==> src/rtl/core/ddem_pkg.sv <==
// Shared types and constants for the depth discontinuity edge marker.
// Used by ddem_ctrl, ddem_datapath and the top level; no dependencies.
package ddem_pkg;

  // field widths
  localparam int unsigned FW_W      = 11;  // frame_width register
  localparam int unsigned FH_W      = 13;  // frame_height register
  localparam int unsigned EF_W      = 32;  // edge_factor register, Q0.32
  localparam int unsigned ROW_W     = 13;  // arrival row, 0..height+1
  localparam int unsigned SAMPLE_W  = 16;  // depth_sample port
  localparam int unsigned CFG_IDX_W = 2;
  localparam int unsigned CFG_DAT_W = 32;

  localparam int unsigned HEIGHT_MAX = 4096;

  // register reset values
  localparam logic [FW_W-1:0] FRAME_WIDTH_RST  = 11'd640;
  localparam logic [FH_W-1:0] FRAME_HEIGHT_RST = 13'd480;
  localparam logic [EF_W-1:0] EDGE_FACTOR_RST  = 32'd42950;

  // register indexes
  localparam logic [CFG_IDX_W-1:0] CFG_FRAME_WIDTH  = 2'd0;
  localparam logic [CFG_IDX_W-1:0] CFG_FRAME_HEIGHT = 2'd1;
  localparam logic [CFG_IDX_W-1:0] CFG_EDGE_FACTOR  = 2'd2;

  // request types
  localparam logic REQ_PIXEL = 1'b0;
  localparam logic REQ_FLUSH = 1'b1;

  // 3x3 window positions, walked one per cycle; the center is masked
  localparam int unsigned   WIN_N    = 9;
  localparam int unsigned   POS_W    = 4;
  localparam logic [POS_W-1:0] POS_LAST = 4'd8;

  typedef struct packed {
    logic             accept;       // input transaction taken
    logic             start_pixel;  // store access, window shift, counters
    logic             issue;        // push one window position into compare pipe
    logic [POS_W-1:0] pos;
    logic             load_out;     // move result into output register
  } ctrl_cmd_t;

  typedef struct packed {
    logic emit;       // current item produces a result
    logic pipe_busy;  // compare pipe still holds work
    logic out_free;   // output register can take a result
  } dp_status_t;

endpackage

==> src/rtl/core/ddem_ctrl.sv <==
// Sequencer for the edge marker: accept, store access, neighbor walk, result.
// Depends on ddem_pkg for command and status types.
module ddem_ctrl (
  input  logic                  clk_i,
  input  logic                  rst_ni,
  input  logic                  in_valid_i,
  output logic                  in_ready_o,
  input  ddem_pkg::dp_status_t  status_i,
  output ddem_pkg::ctrl_cmd_t   cmd_o
);

  typedef enum logic [4:0] {
    ST_IDLE   = 5'b00001,
    ST_READ   = 5'b00010,
    ST_EVAL   = 5'b00100,
    ST_DRAIN  = 5'b01000,
    ST_RESULT = 5'b10000
  } state_e;

  state_e                       state_q, state_d;
  logic [ddem_pkg::POS_W-1:0]   pos_q, pos_d;

  assign in_ready_o = (state_q == ST_IDLE);

  always_comb begin
    state_d = state_q;
    pos_d   = pos_q;
    cmd_o   = '0;
    case (state_q)
      ST_IDLE: begin
        if (in_valid_i) begin
          cmd_o.accept = 1'b1;
          state_d      = ST_READ;
        end
      end
      ST_READ: begin
        cmd_o.start_pixel = 1'b1;
        pos_d             = '0;
        state_d           = status_i.emit ? ST_EVAL : ST_IDLE;
      end
      ST_EVAL: begin
        cmd_o.issue = 1'b1;
        cmd_o.pos   = pos_q;
        if (pos_q == ddem_pkg::POS_LAST) begin
          state_d = ST_DRAIN;
        end else begin
          pos_d = pos_q + 1'b1;
        end
      end
      ST_DRAIN: begin
        if (!status_i.pipe_busy) begin
          state_d = ST_RESULT;
        end
      end
      ST_RESULT: begin
        if (status_i.out_free) begin
          cmd_o.load_out = 1'b1;
          state_d        = ST_IDLE;
        end
      end
      default: begin
        state_d = ST_IDLE;
      end
    endcase
  end

  always_ff @(posedge clk_i or negedge rst_ni) begin
    if (!rst_ni) begin
      state_q <= ST_IDLE;
      pos_q   <= '0;
    end else begin
      state_q <= state_d;
      pos_q   <= pos_d;
    end
  end

endmodule

==> config.mk <==
export PLATFORM = sky130hd
export DESIGN_NAME = ddem_ctrl
export DESIGN_NICKNAME = d
export VERILOG_FILES = /design/src/rtl/core/ddem_pkg.sv /design/src/rtl/core/ddem_ctrl.sv
export SDC_FILE = /design/constraint.sdc
export NUM_CORES = 1
export LEC_CHECK = 0
export BUFFER_PORTS_ARGS = -buffer_cell sky130_fd_sc_hd__buf_4
export CORE_AREA = 2 2 39 41
export CTS_BUF_LIST = sky130_fd_sc_hd__clkbuf_4 sky130_fd_sc_hd__clkbuf_8
export CTS_CLUSTER_SIZE = 8
export DETAILED_ROUTE_END_ITERATION = 16
export DIE_AREA = 0 0 41 43
export PLACE_DENSITY = 0.67
export RECOVER_POWER = 50
export SYNTH_ARGS = -nofsm -noshare
export SYNTH_HDL_FRONTEND = slang
export SYNTH_SLANG_ARGS = --single-unit
==> constraint.sdc <==
create_clock -name clk_i -period 1.4 [get_ports clk_i]
set_clock_uncertainty 0.1 [all_clocks]
set_input_delay 0.07 -clock clk_i [delete_from_list [all_inputs] [get_ports clk_i]]
set_output_delay 0.07 -clock clk_i [all_outputs]
set_load 0.005 [all_outputs]
* Yosys cells after proc, flatten, opt, wreduce, memory -nomap -nowiden *
Index checks and enable logic that the tools add are counted.

cells by class
  div/mod/pow operators = 0
  muxes and demuxes = 14
  $add $sub $neg = 1
  bitwise operators = 0
  eq/ne operators = 11
  reduce and logical (&&, ||, !) cells = 3
  multiply operators = 0
  shift operators = 0
  $lt $le $gt $ge = 0

operator list
  kind                   number
  $mux W5                5
  $pmux W5 S5            1
  $ne A2 B2 Y1 const B   5
  $pmux W4 S2            1
  $eq A5 B1 Y1 const B   1
  $eq A5 B2 Y1 const B   1
  $eq A5 B3 Y1 const B   1
  $eq A5 B4 Y1 const B   1
  $eq A5 B5 Y1 const B   1
  $mux W1                5
  $add A4 B1 Y4 const B  1
  $eq A4 B4 Y1 const B   1
  $mux W4                1
  $reduce_and A4 Y1      1
  $mux W3                1
  $reduce_and A2 Y1      1
  $reduce_bool A2 Y1     1

word-level totals
  ROM bits = 0
  bits in latches = 0
  memories kept = 0
  bits in registers = 9
  memory bits (writable) = 0
  output and inout port bits = 9

* Longest topological paths before layout *
Gate-level depths: netlist (run 1).

  depth in word-level cells = 3
  depth in mapped cells = 6
  gate-level depth less buffers = 6

* Least setup slack after synthesis (run 1) *
No wires, ideal clock.

  kind = register -> register
  start point = reg pos_q[0] (netlist bit)
  end point = reg state_q[0]
  period minus slack after synthesis = 1.521 ns
  buffers on the path = 0
  required time = 1.211 ns
  stages on the path, launching flop included = 7
  setup slack = -0.121 ns
  arrival time = 1.332 ns
  cells stage by stage = dfrtp_1 inv_1 ha_1 nand2_1 or2_2 a22o_1 o32ai_2

on the way
  word-level cells in the longest chain between the ends = 3

ends and longest elaborated chain
  item                         RTL line         text
  start, declared              ddem_ctrl.sv:21  logic [ddem_pkg::POS_W-1:0] pos_q, pos_d;
  start signal, assigned       ddem_ctrl.sv:73  pos_q <= pos_d;
  $eq A4 B4 Y1                 ddem_ctrl.sv:44  if (pos_q == ddem_pkg::POS_LAST) begin
  $ne A2 B2 Y1 (no line)       -
  $reduce_and A4 Y1 (no line)  -
  end signal, assigned         ddem_ctrl.sv:72  state_q <= state_d;
  end, declared                ddem_ctrl.sv:20  state_e state_q, state_d;

No other way between the ends.
A chain may end at the register's enable or synchronous reset.

==> impl.org, run 1 <==
** STA
- Clock period minus final worst setup slack :: 1.63 ns
- Max Clock Freq :: 613 MHz
- The tightest hold path in the finished design has a slack of 0.183 ns.
- Period utilisation layout :: 116%
- Pins Over Slew Limit :: 0
- Count of endpoints failing setup in the final report :: 17
- Number of hold violations in the final report :: 0
- After layout, the worst setup slack is -0.231 ns.
- Setup repair after global routing missed its margin :: yes
- For the pin with the worst max-slew slack, the measured transition is ~0.54 ns.
- Adding up every negative setup slack in the final design gives -2.25 ns.
- The worst pin sits at a relative slew slack of between 60% and 70%.

** Clocking
- In this run the number of H-tree levels came out at 1.
- TritonCTS created 3 clock buffers.
- The later pin in the worst-skew pair is clocked with a latency of ~0.27 ns.
- After clock tree synthesis, the clock-pin slew on the worst setup and hold paths is roughly 0.070 ns.
- Counting every sink on the clock net gives 9.
- Root buffer cell :: sky130_fd_sc_hd__clkbuf_4
- The longest clock path from root to sink contains 2 buffers.
- TritonCTS built the clock tree.

** Synth
- In the post-synthesis netlist, the biggest area contributors are sky130_fd_sc_hd__dfrtp_1, sky130_fd_sc_hd__and2_1, sky130_fd_sc_hd__dfstp_2.
- The share of the Yosys chip area taken by registers is about two fifths.
- Most used DFF post-synth :: sky130_fd_sc_hd__dfrtp_1
- EDFF count, synth :: 0
- Number of warnings issued by yosys :: 0
- Post-synthesis cell type with the largest combined area :: sky130_fd_sc_hd__dfrtp_1
- The average instance in the mapped netlist occupies between 9 and 10 sq um.
- Synthesis produced between 50 and 60 cells.
- When the netlist entered floorplanning its net count stood at 66.
- Of the post-synthesis cell area, the dominant cell type holds about 37%.
- Summed instance area of the synthesized netlist :: 546 sq um
- Cell variety after synth :: 27
- Number of storage elements in the synthesis netlist :: 9
- Fraction of registers with async set or reset after synthesis :: 100%

** Routing
- Iteration-0 DRC Markers :: 18
- Summing over every cut layer, the via total after detailed routing is between 500 and 600.
- The count of nets left with antenna violations once routing finished came out at 0.
- TritonRoute pass-1 iters :: 4
- Post-detailed-routing wire length :: ~1600 um
- Routed via count divided by cell count :: ~5.1
- DRC violations left :: 0
- After detailed routing, the average wire length per cell comes to around 14 um.

** Flow run
- Max-cap violations in this run came to 0.

** Global routing
- Via count of the first global-routing pass :: 542
- Total global routing overflow :: 0
- Number of antenna violations at the first check in global routing :: 0
- Entering global routing, the biggest net connects 10 pins.
- The first global-routing pass estimated approximately 2400 um of wire.
- Global-route usage over all layers :: 19.5%

** Cells and area
- The repair_antennas step left the layout with diodes totalling 0.
- Synth-to-Final Area Change :: 81.2%
- Cells fill between 70% and 80% of the core in the end.
- Of the cells placed in the final design, the portion with a size suffix greater than 1 is a little under three fifths.
- After routing the design area is 988 sq um.
- After filler insertion, the fill cell instance count of the layout stands at about 110.
- Register area :: roughly 230 sq um
- The multi-input combinational cells in the finished layout cover a total of 359 sq um.
- Net count reported at finish :: ~110

** Critical path
- On the critical path, the stage with the largest delay is an instance of sky130_fd_sc_hd__dfstp_2.
- In this run the critical register-to-register path is launched from state_q[0].
- The critical path is of the register to output pin type.
- Required time at the worst-slack endpoint :: 1.23 ns
- The setup check on the worst reg-to-reg path leaves a slack of -0.19 ns.
- The number of cells on the worst reg-to-reg path is 5.
- Maximum fanout along the worst path :: 5
- Cell repeated most along the worst path :: sky130_fd_sc_hd__buf_6
- Kind of start point of the critical path :: register
- Worst EP arrival :: roughly 1.5 ns
- The worst register-to-register path ends at state_q[0].
- Crit path capture type :: output pin
- Ordered list of cells on the worst path :: nor3_2 > and3_4 > buf_6 > and2_4 > buf_6
- The critical path starts at state_q[0].
- Stage delay of the slowest cell on the critical path :: 0.60 ns

** Pwr
- For this design the static power due to leakage is 0.000494 uW.
- Maximum vdd ir drop :: 830 uV
- Power density normalized to cell area :: ~1400 nW/um^2

** Placement
- HPWL Detailed :: 953 um
- RD Place Congestion :: roughly 0.78
- IO buf count :: 14
- Worst setup slack after placement :: -0.102 ns
- Once placement finished, the instance area stood at 763 sq um.

** Floorplanning
- Pin placement for this block handled 15 I/O pins.
- Measured along the y axis, the die boundary spans about 43 um.
- Once the floorplan was initialized, standard cells occupied between 30 and 40% of the core.
- Overall die width :: ~41 um
- Row count :: 14
- Die area :: roughly 1800 sq um
- In this run the standard cell core region covers approximately 1400 sq um.

** Hold path
- The tightest min-delay check is of the primary input to asynchronous set/reset pin type.

** Run status
- Result of the run :: complete, but fails checks
- The final reports fail on negative setup slack.
kinds of logic after synthesis:
| group | count (synthesis) | share of synthesized area (%) |
|---|---|---|
| fa+ha+maj | 2 | 4.59 |
| mux | 1 | 1.83 |
| buf+inv | 6 | 4.82 |
| simple gates | 27 | 29.4 |
| flops | 9 | 41.5 |
| compound gates | 12 | 16.3 |
| xor+xnor | 1 | 1.61 |
cells in the mapped netlist, drive strengths merged (4+ instances only):
cell type  instances
and3               4
and2               5
nand3              4
inv                5
dfrtp              8
o21ai              4
nand2              4
per-layer routing:
metal | routed length [um] | GRT usage, % | up-vias
met2 | 816 | 28.4 | 10
met3 | 35 | 3.14 | 2
met4 | 19 | 8.00 | 0
li1 | - | - | 293
met5 | 0 | 0 | -
met1 | 730 | 27.7 | 284
worst max-delay path: cells and delay by family (launching register included):
kind	cells	cell delay, ns
buffers and inverters	2	0.22
flip-flops	1	0.60
AND/OR/NAND/NOR	3	0.37
worst max-delay path by stage:
stage | cells after the start | slack (ns) | end
finish | 5 | -0.23 | cmd_o[2]
global route | 4 | -0.27 | cmd_o[6]
CTS | 5 | -0.20 | cmd_o[2]
detailed placement | 6 | -0.10 | state_q[0]
global placement | 6 | -0.08 | state_q[0]
floorplan | 6 | -0.07 | state_q[0]
area by class of cell:
cell class,count,share of cell area (%)
Sequential cell,9,23.2
Tap cell,16,2.03
Inverter,5,1.90
Multi-Input combinational cell,43,36.3
Clock buffer,4,3.04
Timing Repair Buffer,39,33.5
flip-flops by register name, indices dropped and copies added (netlist names):
signal,flops
pos_q,4
state_q,5
cells in the final DEF (no fill, tap or decap), types with 2 or more instances in the layout:
cell                            synthesis  routed
sky130_fd_sc_hd__buf_4                  1      25
sky130_fd_sc_hd__buf_6                  0       8
sky130_fd_sc_hd__dfrtp_1                8       6
sky130_fd_sc_hd__dlygate4sd3_1          0       5
sky130_fd_sc_hd__nand3_1                4       4
sky130_fd_sc_hd__clkbuf_4               0       4
sky130_fd_sc_hd__inv_1                  5       3
sky130_fd_sc_hd__and2_1                 5       3
sky130_fd_sc_hd__and3_1                 3       3
sky130_fd_sc_hd__nand2_1                4       3
sky130_fd_sc_hd__inv_2                  0       2
sky130_fd_sc_hd__and2_4                 0       2
sky130_fd_sc_hd__nor2_1                 2       2
sky130_fd_sc_hd__o21ai_1                0       2
sky130_fd_sc_hd__a22o_1                 2       2
sky130_fd_sc_hd__ha_1                   2       2
sky130_fd_sc_hd__dfrtp_2                0       2
timing repair:
item                                   4_1_cts  5_1_grt
hold buffers                                 4        1
pin swaps                                    6        1
gates resized for setup                     13       15
setup endpoints to repair                   14       17
endpoints found under the hold margin       13        1
buffers inserted                             4        3
stage by stage:
step           std cells  power (uW)
3_3_place_gp         100         878
3_5_place_dp         100         891
5_1_grt              116        1500
4_1_cts              112        1240
6_report             116        1420
2_1_floorplan         58         641
where the power goes:
part           internal, uW  switching, uW
logic                   474            310
registers               328           72.7
clock network           130            104
total                   931            486
Note: power is estimated with default switching activity, not from simulation.
==> inputs of run 2 (changes only) <==
CTS_BUF_LIST = default   (was sky130_fd_sc_hd__clkbuf_4 sky130_fd_sc_hd__clkbuf_8)
==> run 2 against run 1 <==
Net effect: the run still ends with negative setup slack left; final cell count shrank 0.86%; setup slack worse by 0.014 ns; register-to-register slack worse by 0.02 ns.
==> impl.org, run 2 (same netlist as run 1, synthesis figures left out) <==
** Routing
- TritonRoute pass-1 iters :: 4 (unchanged)
- Post-detailed-routing wire length :: 1650 um (was 1600 um)
- The total number of vias is 597 (was 589).
- Wire length per cell :: 14.4 um (was 13.8 um)
- DRC violations left :: 0 (unchanged)
- The vias per cell is 5.19 (was 5.08).
- Post-route antenna net violation count :: 0 (unchanged)
- The starting DRC count in detailed routing was 13 (was 18).

** Floorplanning
- The count of boundary I/O pins came to 15 (unchanged).
- The core area was 1380 sq um (unchanged).
- Vert. Die Dim :: 43 um (unchanged)
- Overall die width :: 41 um (unchanged)
- Die area :: 1760 sq um (unchanged)
- Initial standard-cell utilization of the core :: 39.4% (unchanged)
- The floorplan row count was 14 (unchanged).

** Flow run
- The number of maximum-capacitance constraint violations came to 0 (unchanged).

** Clocking
- Total clock buffers created by CTS :: 3 (unchanged)
- Deepest level of the CTS H-tree :: 1 (unchanged)
- The clock edge transition at the registers on the reported setup and hold paths came to 0.07 ns (about the same).
- The latest clock arrival within the worst-skew pair was 0.27 ns (about the same).
- The maximum number of buffers from clock root to sink came to 2 (unchanged).
- CTS sink cnt :: 9 (unchanged)
- Root buffer cell :: sky130_fd_sc_hd__clkbuf_4 (unchanged)
- The CTS tree was built (unchanged).

** Critical path
- The endpoint required time on the critical path was 1.23 ns (about the same).
- The master of the slowest instance on the critical path is sky130_fd_sc_hd__dfrtp_2 (was sky130_fd_sc_hd__dfstp_2).
- Ordered list of cells on the worst path :: nor4_4 > and2_4 > buf_6 > buf_6 (was nor3_2 > and3_4 > buf_6 > and2_4 > buf_6)
- The largest fanout on the critical path came to 7 (was 5).
- Cell repeated most along the worst path :: sky130_fd_sc_hd__buf_6 (unchanged)
- The data arrival at the endpoint of the critical path is 1.47 ns (was 1.46 ns).
- Crit path capture type :: output pin (unchanged)
- Stage delay of the slowest cell on the critical path :: 0.49 ns (was 0.60 ns)
- The kind of launch point of the worst setup path is a register (unchanged).
- Setup slack of the most critical reg-to-reg path :: -0.21 ns (was -0.19 ns)
- Category of the most critical setup path :: register to output pin (unchanged)
- The depth of the worst register-to-register path was 5 (unchanged).

** STA
- The share of the clock period used by the worst path was 117% (was 116%).
- The post-route worst setup slack came to -0.245 ns (was -0.231 ns).
- The relative slew slack was 65.9% (was 64.1%).
- The setup-violating endpoint count in the final report is 17 (unchanged).
- Pins Over Slew Limit :: 0 (unchanged)
- The worst hold margin was 0.170 ns (was 0.183 ns).
- Clock period minus final worst setup slack :: 1.64 ns (was 1.63 ns)
- Max Clock Freq :: 608 MHz (was 613 MHz)
- Number of hold violations in the final report :: 0 (unchanged)
- Setup repair after global routing missed its margin: yes (unchanged).
- Tightest Pin Transition :: 0.512 ns (was 0.538 ns)

** Pwr
- Part of the power in the clock network :: 15.7% (was 16.5%)
- Sw frac :: 35.5% (was 34.3%)
- The leakage power summed over all cells was 0.000485 uW (was 0.000494 uW).
- Logic gate share of total power :: 55.7% (was 55.3%)
- The internal power of the cells was 902 uW (was 931 uW).
- Reported net switching power :: 498 uW (was 486 uW)
- The power per unit of standard cell area came to 1430 nW/um^2 (about the same).
- The worst-case vdd ir drop was 800 uV (was 830 uV).
- The sequential share of power was 28.6% (was 28.2%).

** Cells and area
- The flip-flop count of the largest register after layout was 5 (unchanged).
- The register with the most flip-flops was state_q (unchanged).
- The most common cell after layout, fill and taps aside is sky130_fd_sc_hd__buf_4 (unchanged).
- The count of antenna diodes in the layout was 0 (unchanged).
- Layout cell share with drive strength beyond 1 :: 54.5% (was 56.0%)
- Non-Filler Instances :: 115 (was 116)
- Largest registers ranked by flip-flop count: state_q: 5 flops, pos_q: 4 flops (unchanged).
- The final standard cell utilization of the core came to 70.6% (was 71.4%).
- Layout filler cell count :: 110 (was 108)
- The final net count was 108 (was 109).
- The area growth from synthesis to final layout was 79.1% (was 81.2%).
- Most frequent cells in the layout :: sky130_fd_sc_hd__buf_4, sky130_fd_sc_hd__buf_6, sky130_fd_sc_hd__dfrtp_1, sky130_fd_sc_hd__dlygate4sd3_1, sky130_fd_sc_hd__nand3_1 (was sky130_fd_sc_hd__buf_4, sky130_fd_sc_hd__buf_6, sky130_fd_sc_hd__dfrtp_1, sky130_fd_sc_hd__dlygate4sd3_1)

** Global routing
- The first-pass GRT wire length came to 2420 um (was 2360 um).
- Total global routing overflow :: 0 (unchanged)
- The via count of the first global-routing pass was 564 (was 542).
- The combined global-route utilization of all metal layers came to 20.7% (was 19.5%).
- The initial antenna violation count came to 0 (unchanged).
- Largest net degree at the start of global routing :: 10 (unchanged)

** Placement
- The final weighted congestion of routability-driven global placement is 0.778 (unchanged).
- HPWL Detailed :: 953 um (unchanged)
- The total of buffers placed on input and output ports is 14 (unchanged).
- The post-placement cell count is 100 (unchanged).

** Hold path
- The path category of the worst min-delay check is primary input to asynchronous set/reset pin (unchanged).

** Run status
- Violated checks :: negative setup slack (unchanged)
- Result of the run :: complete, but fails checks (unchanged)
==> run 2: cell types whose count changed in the layout (fill, tap and decap cells not counted), sizes merged <==
cell	delta
buf	-1
==> run 2: path summary, 6_finish.rpt <==
check / to / start
max in group asynchronous: state_q[2] / rst_ni
worst min register to register: pos_q[1] / pos_q[1]
worst max-delay path: cmd_o[6] / state_q[2]
min in group clk_i: state_q[0] / in_valid_i
worst max register to register: state_q[0] / state_q[1]
worst min-delay path: state_q[3] / rst_ni
==> run 2: power groups by stage <==
stage	clock (uW)	combinational, uW	sequential, uW
floorplan	0	258	383
global placement	0	497	381
detailed placement	0	507	383
CTS	217	614	389
global route	231	836	407
finish	219	779	401
==> run 2: area by class of cell <==
cell class	count	area, sq um	area share (%)
multi-input combinational	43	359	36.7
timing repair buffer	38	324	33.2
sequential	9	229	23.4
clock buffer	4	26.3	2.69
tap	16	20.0	2.05
inverter	5	18.8	1.92
==> run 2: what timing repair did <==
item                                   CTS  global route
endpoints found under the hold margin   13             1
setup buffers                            4             2
resized for setup                       13            15
setup endpoints to repair               14            17
pin swaps                                6             1
hold buffers                             4             1
==> run 2: metrics by stage <==
step | worst slack, ns | TNS, ns | power (uW) | area, sq um
final | -0.245 | -2.36 | 1400 | 977
after global routing | -0.289 | -3.19 | 1470 | 977
after CTS | -0.197 | -2.01 | 1220 | 907
after detailed placement | -0.102 | -0.420 | 891 | 763
after global placement | -0.0767 | -0.256 | 878 | 763
after floorplan | -0.0677 | -0.0677 | 641 | 548
==> run 2: layer usage <==
layer	share of wire [%]	global-route usage [%]
met5	0	0
met4	2.2	12.0
met3	1.9	3.14
met2	53	30.6
met1	43	27.4
==> run 2: critical path: cells and delay by family (launching register included) <==
kind,cells,cell delay [ns]
buffers and inverters,2,0.17
flip-flops,1,0.49
AND/OR/NAND/NOR,2,0.55
